<file path="src/sv/fcf_pkg.sv">
// ----------------------------------------------------------------------------
// fcf_pkg: shared types and constants of the FIR convolution filter
// Fixed field widths, command codes and the per-cell control group.
// ----------------------------------------------------------------------------
package fcf_pkg;

   localparam int unsigned Y_WIDTH   = 38;
   localparam int unsigned IDX_WIDTH = 6;

   typedef enum logic {
      CMD_LOAD   = 1'b0,
      CMD_SAMPLE = 1'b1
   } fcf_cmd_type;

   typedef struct packed {
      logic load;
      logic shift;
   } fcf_ctl_type;

endpackage

</file>
<file path="src/sv/fcf_cell.sv">
// ----------------------------------------------------------------------------
// fcf_cell: one tap of the FIR chain
// Holds one coefficient and one delayed sample, forms their product and adds
// it to the partial sum handed over by the previous cell.
// ----------------------------------------------------------------------------
module fcf_cell
   import fcf_pkg::*;
#(
   parameter int SAMPLE_WIDTH = 16,
   parameter int COEF_WIDTH   = 16
) (
   input  logic                           clock,
   input  logic                           reset,
   input  fcf_ctl_type                    ctl,
   input  logic signed [COEF_WIDTH-1:0]   coef_in,
   input  logic signed [SAMPLE_WIDTH-1:0] tap_in,
   output logic signed [SAMPLE_WIDTH-1:0] tap_out,
   input  logic signed [Y_WIDTH-1:0]      sum_in,
   input  logic                           vld_in,
   output logic signed [Y_WIDTH-1:0]      sum_out,
   output logic                           vld_out
);

   localparam int PROD_WIDTH = SAMPLE_WIDTH + COEF_WIDTH;

   logic signed [COEF_WIDTH-1:0]   coef_ff;
   logic signed [SAMPLE_WIDTH-1:0] tap_ff;
   logic signed [PROD_WIDTH-1:0]   prod_ff;
   logic signed [Y_WIDTH-1:0]      sum_ff;
   logic                           vld_ff;

   always_ff @(posedge clock) begin
      if (reset) begin
         coef_ff <= '0;
         tap_ff  <= '0;
         vld_ff  <= 1'b0;
      end else begin
         if (ctl.load) begin
            coef_ff <= coef_in;
         end
         if (ctl.shift) begin
            tap_ff <= tap_in;
         end
         vld_ff <= vld_in;
      end
   end

   always_ff @(posedge clock) begin
      prod_ff <= PROD_WIDTH'(coef_ff) * PROD_WIDTH'(tap_ff);
      sum_ff  <= sum_in + Y_WIDTH'(prod_ff);
   end

   assign tap_out = tap_ff;
   assign sum_out = sum_ff;
   assign vld_out = vld_ff;

endmodule

</file>
<file path="config.mk">
export PLATFORM = sky130hd
export DESIGN_NAME = fcf_cell
export DESIGN_NICKNAME = d
export VERILOG_FILES = /design/src/sv/fcf_pkg.sv /design/src/sv/fcf_cell.sv
export SDC_FILE = /design/constraint.sdc
export NUM_CORES = 1
export LEC_CHECK = 0
export ABC_CLOCK_PERIOD_IN_PS = 5600
export BUFFER_PORTS_ARGS = -buffer_cell sky130_fd_sc_hd__buf_2
export CAP_MARGIN = 30
export CORE_ASPECT_RATIO = 1.1
export CORE_UTILIZATION = 55
export CTS_CLUSTER_SIZE = 24
export DETAILED_ROUTE_END_ITERATION = 8
export GPL_TIMING_DRIVEN = 1
export HOLD_SLACK_MARGIN = 0.05
export PLACE_DENSITY = 0.89
export SYNTH_ARGS = -nofsm -noshare
export SYNTH_HDL_FRONTEND = slang
export SYNTH_SLANG_ARGS = --single-unit
</file>
<file path="constraint.sdc">
create_clock -name clock -period 5.6 [get_ports clock]
set_input_delay 0.84 -clock clock [delete_from_list [all_inputs] [get_ports clock]]
set_output_delay 0.84 -clock clock [all_outputs]
set_load 0.05 [all_outputs]
</file>
==> impl_metrics.yaml, run 1 <==
run_status:
  run_status: "finished with violations"
  failed_checks: "setup timing"
layout:
  post-route-cell-area_um2: 17200
  drive_gt1_frac: 0.256
  antenna_cells_inserted: 0
  nFillCells: 1787
  nets: 2222
  syn_to_final_growth_pct: 21.2
  post-route-util: 0.680
placed_design:
  dpl_cell_area_um2: 16100
  gp_congestion: 0.979
  numPortBuffers: 129
  detailedPlace.worstSlack_ns: -0.359
  dpl.hpwl_um: 29400
power_and_ir_drop:
  share_clk_of_total_power: 0.144
  static-leakage-power_uw: 0.00886
  power.net_switching_uw: 2120
  cell_internal_pwr_uw: 2420
  ir_drop_mv: 0.167
  power.share.sequential: 0.236
  total_power_divided_by_cell_area_nw_per_um2: 263
  swShare: 0.467
  power.combinational.fraction: 0.620
global_routing:
  wire_length_of_the_first_global_routing_pass_um: 60300
  overflow: 0
  antenna_violations_before_repair: 0
  grt_usage: 0.296
  first_global_vias: 12500
  grt_start_max_net_pins: 34
yosys:
  syn-mean-instance-area_um2: 9.36
  synth.yosys.seq_area_share: 0.145
  synth_fp_nets: 1975
  synth_cell_types: 63
  synth_ff_type: "sky130_fd_sc_hd__dfxtp_1"
  async_flop_share: 0
  post_synthesis_cells: 1518
  synth_enable_flop_cells: 0
  yosysWarnings: 0
  post_synth_instance_area_um2: 14200
  synth_seq_cells: 103
floorplanning:
  die_height_um: 171
  die-width_um: 155
  core-area_um2: 25300
  start_util: 0.561
  io_count: 130
  floorplan.die_area_um2: 26500
  rows: 61
setup_path:
  critical_path_buf_inv_count: 4
  worst-path-max-fanout: 12
  path_cells: "and2_1, fa_1, inv_1, fa_1, fa_1, inv_1, fa_1, fa_1, inv_1, fa_1, inv_2, ha_4, o21a_1, o211a_1, a221oi_2, o21ai_2, a211o_1, a41o_1, nor2_1, xnor2_1"
  timing.critical_path.mode_cell: "sky130_fd_sc_hd__fa_1"
  required_time_of_the_worst_setup_path_ns: 5.90
  worst_path_max_delay_cell: "sky130_fd_sc_hd__fa_1"
  worst_setup_path_start_kind: "flip-flop"
  worst_path_largest_cell_delay_ns: 0.53
  arrival_time_of_data_at_the_critical_path_endpoint_ns: 6.07
  setup.reg_to_reg.worst_slack_ns: -0.17
  critical-path-top-delay-family: "adder cells"
  critical_path.endpoint_type: "flip-flop"
  criticalPathCategory: "reg -> reg"
sta:
  timing.hold.ws_ns: 0.487
  fmax_ghz: 0.173
  timing.final.setup_violations: 6
  fin_setup_tns_ns: -0.488
  final.period_utilization: 1.03
  setup_ws_ns: -0.174
  report.final.slew_viol_count: 0
  rsz_0062_raised_after_global_routing: "yes"
  final_hold_viol_count: 0
  fin_skew_ns: 0.0148
  tightest_slew_ns: 0.604
  final_critical_path_required_period_ns: 5.77
  max-slew-margin-rel: 0.598
detailed_routing:
  drt_first_iter_violations: 729
  detail_route.vias_per_cell: 5.50
  antenna_violating_nets_post_route: 0
  met2_length_um: 20100
  wl_per_cell_um: 18.0
  routedLengthMet1_um: 13300
  wl_met3_um: 2010
  top_layer: "met4"
  wl_um: 38000
  vias: 11600
  drc_errors: 0
  drt_pre_antenna_iters: 6
clocking:
  tritoncts_num_sinks: 103
  tritoncts.num_buffers: 9
  root_buffer: "sky130_fd_sc_hd__clkbuf_16"
  clkLatencyLatePin_ns: 0.38
  cts_max_path_buffers: 2
  cts_tree: "done"
  ctsHtreeMaxLevel: 3
  clkSlewWorstSetupHoldPaths_ns: 0.08
flow_run:
  max-cap-violations: 0
hold_path:
  worst_hold_path_type: "reg -> reg"
==> cell type report <==
type	count	area [um2]	area share
Clock buffer	10	229	0.0133
Clock inverter	6	67.6	0.00392
Inverter	300	1130	0.0654
Multi-Input combinational cell	1070	11300	0.658
Sequential cell	103	2160	0.125
Tap cell	346	433	0.0251
Timing Repair Buffer	281	1880	0.109
==> cells by family (layout without fill, tap and decap cells) <==
group                    count (synthesis)  in the layout  share of synthesized area
flip-flops                             103            103                      0.145
XOR/XNOR                                70             70                     0.0431
AND/OR/NAND/NOR                        423            423                      0.147
AO/OA/AOI/OAI                          163            163                     0.0762
adder cells (fa/ha/maj)                382            382                      0.475
multiplexers                            32             32                     0.0225
buffers and inverters                  345            597                     0.0911
==> worst paths after layout <==
kind                                  from     endpoint  cells after the start
worst max-delay path            coef_ff[9]  prod_ff[28]                     20
worst min-delay path            prod_ff[0]   sum_out[0]                      1
worst max register to register  coef_ff[9]  prod_ff[28]                     20
worst min register to register  prod_ff[0]   sum_out[0]                      1
==> layout by cell type (no fill, tap or decap), types with 7 or more instances in the layout <==
master,netlist,final
sky130_fd_sc_hd__o21bai_1,9,9
sky130_fd_sc_hd__o21ai_0,21,19
sky130_fd_sc_hd__a21oi_1,59,49
sky130_fd_sc_hd__inv_2,0,24
sky130_fd_sc_hd__ha_1,119,104
sky130_fd_sc_hd__xnor2_1,55,55
sky130_fd_sc_hd__buf_2,0,129
sky130_fd_sc_hd__a31oi_1,7,7
sky130_fd_sc_hd__a21o_1,13,13
sky130_fd_sc_hd__buf_4,0,129
sky130_fd_sc_hd__xor2_1,15,14
sky130_fd_sc_hd__nand2b_1,10,10
sky130_fd_sc_hd__nand2_2,0,8
sky130_fd_sc_hd__mux2i_1,32,32
sky130_fd_sc_hd__nor2_1,77,76
sky130_fd_sc_hd__clkbuf_16,0,9
sky130_fd_sc_hd__nand3_1,16,13
sky130_fd_sc_hd__o21a_1,10,10
sky130_fd_sc_hd__dfxtp_4,0,24
sky130_fd_sc_hd__buf_6,0,22
sky130_fd_sc_hd__fa_1,263,239
sky130_fd_sc_hd__ha_4,0,13
sky130_fd_sc_hd__dfxtp_1,103,72
sky130_fd_sc_hd__dfxtp_2,0,7
sky130_fd_sc_hd__and2_1,136,126
sky130_fd_sc_hd__nor2b_1,8,7
sky130_fd_sc_hd__a21oi_2,0,9
sky130_fd_sc_hd__fa_2,0,24
sky130_fd_sc_hd__nor3_1,10,9
sky130_fd_sc_hd__inv_1,300,276
sky130_fd_sc_hd__and2_4,0,10
sky130_fd_sc_hd__nand2_1,146,137
==> flip-flops by register name, indices dropped and copies added, names as in the netlist <==
register	flops
coef_ff	16
prod_ff	32
tap_out	16
vld_out	1
sum_out	38
==> power groups by stage <==
stage	clock network, uW	logic [uW]	registers (uW)
after floorplan	0	1460	1530
after CTS	662	2670	1080
after detailed placement	0	2600	1100
after global placement	0	2510	1090
after global routing	689	3070	1100
final	654	2810	1070
==> per-stage QoR <==
step	instances	total power (uW)
2_1_floorplan	1518	2990
3_3_place_gp	2062	3600
3_5_place_dp	2062	3690
4_1_cts	2098	4400
5_1_grt	2116	4860
6_report	2116	4540
==> worst reg2reg max path, delay by kind of cell (launching register included) <==
kind                       cells  cell delay, ns
AOI/OAI and AO/OA              6            1.37
xor gates and xnor gates       1            0.13
adders and majority gates      7            3.25
buffers and inverters          4            0.20
DFF                            1            0.40
and+or+nand+nor                2            0.37
==> cells in the mapped netlist, drive strengths merged (3+ instances only) <==
cell type | number | area, um2
a211oi | 7 | 62.6
a21o | 14 | 106
and3 | 4 | 26.3
xnor2 | 55 | 482
o21ai | 23 | 119
nor3 | 11 | 60.1
dfxtp | 103 | 2060
clkbuf | 43 | 161
ha | 119 | 1490
a21boi | 3 | 22.5
a21oi | 59 | 295
fa | 263 | 5270
a31oi | 7 | 43.8
xor2 | 15 | 131
nand2 | 146 | 548
inv | 300 | 1130
o31ai | 4 | 30.0
o311ai | 3 | 26.3
mux2i | 32 | 320
nand2b | 10 | 62.6
o21a | 10 | 75.1
nor2b | 8 | 50.1
and2 | 136 | 851
nor2 | 77 | 289
nand3 | 16 | 80.1
o22ai | 4 | 25.0
or3 | 3 | 20.0
o21bai | 10 | 78.8
==> routing by layer <==
layer  track usage  vias to the layer above
met5             0                        -
met4         0.188                        0
met3        0.0375                      204
met2         0.545                      498
met1         0.322                     5776
li1              -                     5163
==> what timing repair did <==
item / CTS / global route
resized for setup: 64 / 111
setup endpoints to repair: 15 / 17
pin swaps: 32 / 74
gates cloned: 0 / 0
hold buffers: 0 / 0
setup buffers: 20 / 23
Power figures use the tool's default switching activity.
==> run 2, diff against run 1 <==
Settings changed: RECOVER_POWER from default to 25, SLEW_MARGIN from default to 15.
==> run 2 against run 1 <==
  * Critical path type unchanged
  * Clock skew about the same
  * Flip-flop and latch count is the same
  * Sequential share of layout area hardly changed
  * Register-to-register slack about the same
  * Power about the same
  * Critical path depth did not move
  * Die area did not move
  * The run still ends with setup timing left
  * Combinational power is essentially flat
  * Clock power about the same
==> impl_metrics.yaml, run 2 (synthesis results as in run 1) <==
global_routing:
  grt_start_max_net_pins: 34
  first_global_vias: 12500
  grt_usage: 0.296
  antenna_violations_before_repair: 0
  wire_length_of_the_first_global_routing_pass_um: 60300
  overflow: 0
placed_design:
  detailedPlace.worstSlack_ns: -0.359
  dpl.hpwl_um: 29400
  place_inst: 2062
  gp_congestion: 0.979
  numPortBuffers: 129
floorplanning:
  die_height_um: 171
  floorplan.die_area_um2: 26500
  rows: 61
  die-width_um: 155
  core-area_um2: 25300
  start_util: 0.561
  io_count: 130
detailed_routing:
  vias: 11600
  drt_first_iter_violations: 770
  antenna_violating_nets_post_route: 0
  drt_pre_antenna_iters: 5
  drc_errors: 0
  detail_route.vias_per_cell: 5.49
  wl_per_cell_um: 18.0
  wl_um: 38100
clocking:
  tritoncts_num_sinks: 103
  clkLatencyLatePin_ns: 0.38
  cts_tree: "done"
  tritoncts.num_buffers: 9
  clkSlewWorstSetupHoldPaths_ns: 0.08
  ctsHtreeMaxLevel: 3
  root_buffer: "sky130_fd_sc_hd__clkbuf_16"
  post_cts_hold_buffer_count: 0
  cts_max_path_buffers: 2
run_status:
  failed_checks: "setup timing"
  run_status: "finished with violations"
layout:
  layoutNonFillerInstCount: 2116
  most_common_cell_after_layout_fill_and_taps_aside: "sky130_fd_sc_hd__inv_1"
  nets: 2222
  largest_reg_flops: 38
  antenna_cells_inserted: 0
  drive_gt1_frac: 0.255
  most-common-layout-cells: "sky130_fd_sc_hd__inv_1 (276), sky130_fd_sc_hd__fa_1 (239), sky130_fd_sc_hd__nand2_1 (137)"
  syn_to_final_growth_pct: 21.2
  post-route-util: 0.680
power_and_ir_drop:
  ir_drop_mv: 0.166
  static-leakage-power_uw: 0.00885
  p_total_uw: 4540
  total_power_divided_by_cell_area_nw_per_um2: 264
hold_path:
  worst_hold_path_type: "reg -> reg"
  holdCritStartpoint: "prod_ff[0]"
setup_path:
  required_time_of_the_worst_setup_path_ns: 5.90
  criticalPathCategory: "reg -> reg"
  worst_setup_path_start_kind: "flip-flop"
  reg2reg_from: "coef_ff[9]"
  worst_setup_startpoint: "coef_ff[9]"
  arrival_time_of_data_at_the_critical_path_endpoint_ns: 6.08
  worst-path-max-fanout: 12
  critical_path.endpoint_type: "flip-flop"
sta:
  final_hold_viol_count: 0
  final.period_utilization: 1.03
  timing.hold.ws_ns: 0.485
  max-slew-margin-rel: 0.0122
  fmax_ghz: 0.173
  fin_skew_ns: 0.0145
  timing.final.setup_violations: 6
  setup_ws_ns: -0.183
  rsz_0062_raised_after_global_routing: "yes"
  report.final.slew_viol_count: 0
  tightest_slew_ns: 1.48
  final_critical_path_required_period_ns: 5.78
flow_run:
  max-cap-violations: 0
-- run 2: cell count changes in the layout (fill, tap and decap cells not counted) --
cell                       delta
sky130_fd_sc_hd__and2_1       -1
sky130_fd_sc_hd__buf_4        -1
sky130_fd_sc_hd__clkbuf_1     +2
sky130_fd_sc_hd__and2_0       +1
sky130_fd_sc_hd__buf_2        -1
-- run 2: repair_timing --
| item | CTS | global route |
|---|---|---|
| pin swaps | 32 | 74 |
| gates resized for setup | 64 | 111 |
| setup endpoints to repair | 15 | 17 |
| buffers inserted | 20 | 23 |
-- run 2: cell type report --
type                            count  area (um2)
Clock inverter                      6        67.6
Inverter                          300        1130
Fill cell                        1790        8120
Timing Repair Buffer              281        1880
Multi-Input combinational cell   1070       11300
Clock buffer                       10         229
Tap cell                          346         433
Sequential cell                   103        2160
-- run 2: path summary, 6_finish.rpt --
path | cells past startpoint | endpoint | slack, ns
worst max-delay path | 20 | prod_ff[28] | -0.18
worst min-delay path | 1 | sum_out[0] | 0.48
worst max register to register | 20 | prod_ff[28] | -0.18
worst min register to register | 1 | sum_out[0] | 0.48
-- run 2: where the power goes --
part | leakage [uW] | internal (uW) | switching [uW] | total (uW)
combinational | 0.00783 | 1110 | 1710 | 2810
clock | 0.000139 | 349 | 303 | 653
sequential | 0.000878 | 966 | 107 | 1070
total | 0.00885 | 2420 | 2120 | 4540
-- run 2: critical path, cell delays in order (launching register included) --
cell	delay, ns
sky130_fd_sc_hd__dfxtp_4	0.40
sky130_fd_sc_hd__and2_1	0.20
sky130_fd_sc_hd__fa_1	0.52
sky130_fd_sc_hd__inv_1	0.05
sky130_fd_sc_hd__fa_1	0.50
sky130_fd_sc_hd__fa_1	0.54
sky130_fd_sc_hd__inv_1	0.05
sky130_fd_sc_hd__fa_1	0.47
sky130_fd_sc_hd__fa_1	0.53
sky130_fd_sc_hd__inv_1	0.05
sky130_fd_sc_hd__fa_1	0.49
sky130_fd_sc_hd__inv_2	0.05
sky130_fd_sc_hd__ha_4	0.21
sky130_fd_sc_hd__o21a_1	0.20
sky130_fd_sc_hd__o211a_1	0.25
sky130_fd_sc_hd__a221oi_2	0.25
sky130_fd_sc_hd__o21ai_2	0.12
sky130_fd_sc_hd__a211o_1	0.33
sky130_fd_sc_hd__a41o_1	0.22
sky130_fd_sc_hd__nor2_1	0.16
sky130_fd_sc_hd__xnor2_1	0.13
-- run 2: per-stage QoR --
step / instance area (um2) / TNS [ns]
after floorplan: 14400 / -0.213
after global placement: 16100 / -1.38
after detailed placement: 16100 / -2.56
after CTS: 16700 / -0.296
after global routing: 17200 / -2.09
final: 17200 / -0.543
-- run 2: routing by layer --
metal | share of wire | GRT usage
met5 | 0 | 0
met4 | 0.069 | 0.188
met3 | 0.050 | 0.0375
met2 | 0.53 | 0.545
met1 | 0.35 | 0.322
==> run 3, diff against run 2 <==
Settings changed: PLACE_DENSITY 0.89 to 0.78.
==> run 3 against run 2 <==
  * The run still ends with setup timing left
  * Fmax grew 3.1%
  * Flip-flop and latch count is the same
  * Die area is the same
  * First-iteration DRC count shrank 31%
  * Non-clock buffer count shrank 13
  * Hold slack lost 0.033 ns
  * Via count shrank 4.9%
  * Cell count shrank 0.61%
  * Clock power shrank 4.3%
  * Sequential share of layout area grew 0.087 points
  * Critical endpoint is now prod_ff[30]
==> impl_metrics.yaml, run 3 (synthesis results as in run 1) <==
layout:
  post-route-util: 0.672
  syn_to_final_growth_pct: 19.8
  drive_gt1_frac: 0.234
  largest_reg_flops: 38
  seq_area_um2: 2150
  most-common-layout-cells: "sky130_fd_sc_hd__inv_1 (285), sky130_fd_sc_hd__fa_1 (241), sky130_fd_sc_hd__nand2_1 (141)"
  multi_input_comb_area_um2: 11200
  most_common_cell_after_layout_fill_and_taps_aside: "sky130_fd_sc_hd__inv_1"
  nFillCells: 1943
  antenna_cells_inserted: 0
  nets: 2209
  post-route-cell-area_um2: 17000
clocking:
  tritoncts.num_buffers: 9
  clkLatencyLatePin_ns: 0.37
  cts_max_path_buffers: 2
  tritoncts_num_sinks: 103
  clkSlewWorstSetupHoldPaths_ns: 0.08
  cts_tree: "done"
  ctsHtreeMaxLevel: 3
  root_buffer: "sky130_fd_sc_hd__clkbuf_16"
global_routing:
  grt_start_max_net_pins: 34
  overflow: 0
  wire_length_of_the_first_global_routing_pass_um: 57900
  grt_usage: 0.280
  antenna_violations_before_repair: 0
  first_global_vias: 12200
detailed_routing:
  drc_errors: 0
  detail_route.vias_per_cell: 5.26
  antenna_violating_nets_post_route: 0
  drt_pre_antenna_iters: 5
  vias: 11100
  wl_per_cell_um: 16.5
  drt_first_iter_violations: 535
  wl_um: 34600
sta:
  final_hold_viol_count: 0
  rsz_0062_raised_after_global_routing: "yes"
  fin_skew_ns: 0.0204
  max-slew-margin-rel: 0.0725
  fmax_ghz: 0.178
  timing.final.setup_violations: 1
  report.final.slew_viol_count: 0
  final_critical_path_required_period_ns: 5.61
  tightest_slew_ns: 1.39
  final.period_utilization: 1.00
  setup_ws_ns: -0.00747
floorplanning:
  floorplan.die_area_um2: 26500
  die-width_um: 155
  rows: 61
  core-area_um2: 25300
  io_count: 130
  start_util: 0.561
  die_height_um: 171
hold_path:
  worst_hold_path_type: "reg -> reg"
placed_design:
  dpl.hpwl_um: 28700
  dpl_cell_area_um2: 16100
  numPortBuffers: 129
  gp_congestion: 0.938
setup_path:
  worst-path-max-fanout: 7
  path_cells: "and2_4, fa_1, inv_2, fa_2, fa_2, inv_2, fa_2, fa_1, inv_1, fa_1, inv_2, ha_4, and3_4, o211a_1, a221oi_2, o21ai_2, a211o_1, a41o_1, o22ai_2, xnor2_1"
  arrival_time_of_data_at_the_critical_path_endpoint_ns: 5.90
  worst_path_largest_cell_delay_ns: 0.60
  required_time_of_the_worst_setup_path_ns: 5.89
  critical_path_buf_inv_count: 4
  worst_setup_path_start_kind: "flip-flop"
  worst_path_max_delay_cell: "sky130_fd_sc_hd__fa_2"
  critical_path.endpoint_type: "flip-flop"
  criticalPathCategory: "reg -> reg"
  critical-path-top-delay-family: "adder cells"
power_and_ir_drop:
  ir_drop_mv: 0.155
  cell_internal_pwr_uw: 2360
  power.net_switching_uw: 2060
  share_clk_of_total_power: 0.141
  power.combinational.fraction: 0.618
  total_power_divided_by_cell_area_nw_per_um2: 260
  power.share.sequential: 0.241
  swShare: 0.467
  static-leakage-power_uw: 0.00879
run_status:
  failed_checks: "setup timing"
  run_status: "finished with violations"
flow_run:
  max-cap-violations: 0
[run 3: repair_timing]
action,CTS,global route
buffers inserted,11,14
pin swaps,25,52
gates resized for setup,55,73
hold buffers,0,0
endpoints found under the setup margin,13,15
[run 3: final timing paths]
check | from | end | slack, ns | depth (start not counted)
hold reg to reg | prod_ff[0] | sum_out[0] | 0.45 | 1
setup / recovery | coef_ff[14] | prod_ff[30] | -0.007 | 20
hold / removal | prod_ff[0] | sum_out[0] | 0.45 | 1
setup reg to reg | coef_ff[14] | prod_ff[30] | -0.007 | 20
[run 3: layer usage]
metal | track usage | up-vias | share of wire
met5 | 0 | - | 0
met4 | 0.147 | 0 | 0.049
met3 | 0.0405 | 123 | 0.048
met2 | 0.496 | 334 | 0.51
met1 | 0.329 | 5458 | 0.39
li1 | - | 5140 | -
[run 3: cell type report]
class / instances / share of cell area
clock buffer: 9 / 0.0132
clock inverter: 7 / 0.00382
inverter: 300 / 0.0664
multi-input combinational: 1070 / 0.660
sequential: 103 / 0.126
tap: 346 / 0.0254
timing repair buffer: 268 / 0.105
[run 3: power by group through the flow]
stage	Combinational (uW)	Sequential, uW	Clock [uW]
3_5_place_dp	2590	1090	0
3_3_place_gp	2520	1090	0
6_report	2730	1060	625
4_1_cts	2650	1070	635
5_1_grt	3020	1090	669
2_1_floorplan	1460	1530	0
[run 3: per-stage QoR]
step / setup WS (ns) / setup TNS, ns / hold WS, ns / cells / total power, uW
4_1_cts: -0.00936 / -0.00936 / 0.455 / 2089 / 4350
3_5_place_dp: -0.301 / -1.62 / 0.437 / 2062 / 3670
6_report: -0.00747 / -0.00747 / 0.452 / 2103 / 4420
3_3_place_gp: -0.192 / -0.726 / 0.423 / 2062 / 3600
5_1_grt: -0.209 / -1.26 / 0.466 / 2103 / 4780
2_1_floorplan: -0.128 / -0.213 / 0.420 / 1518 / 2990
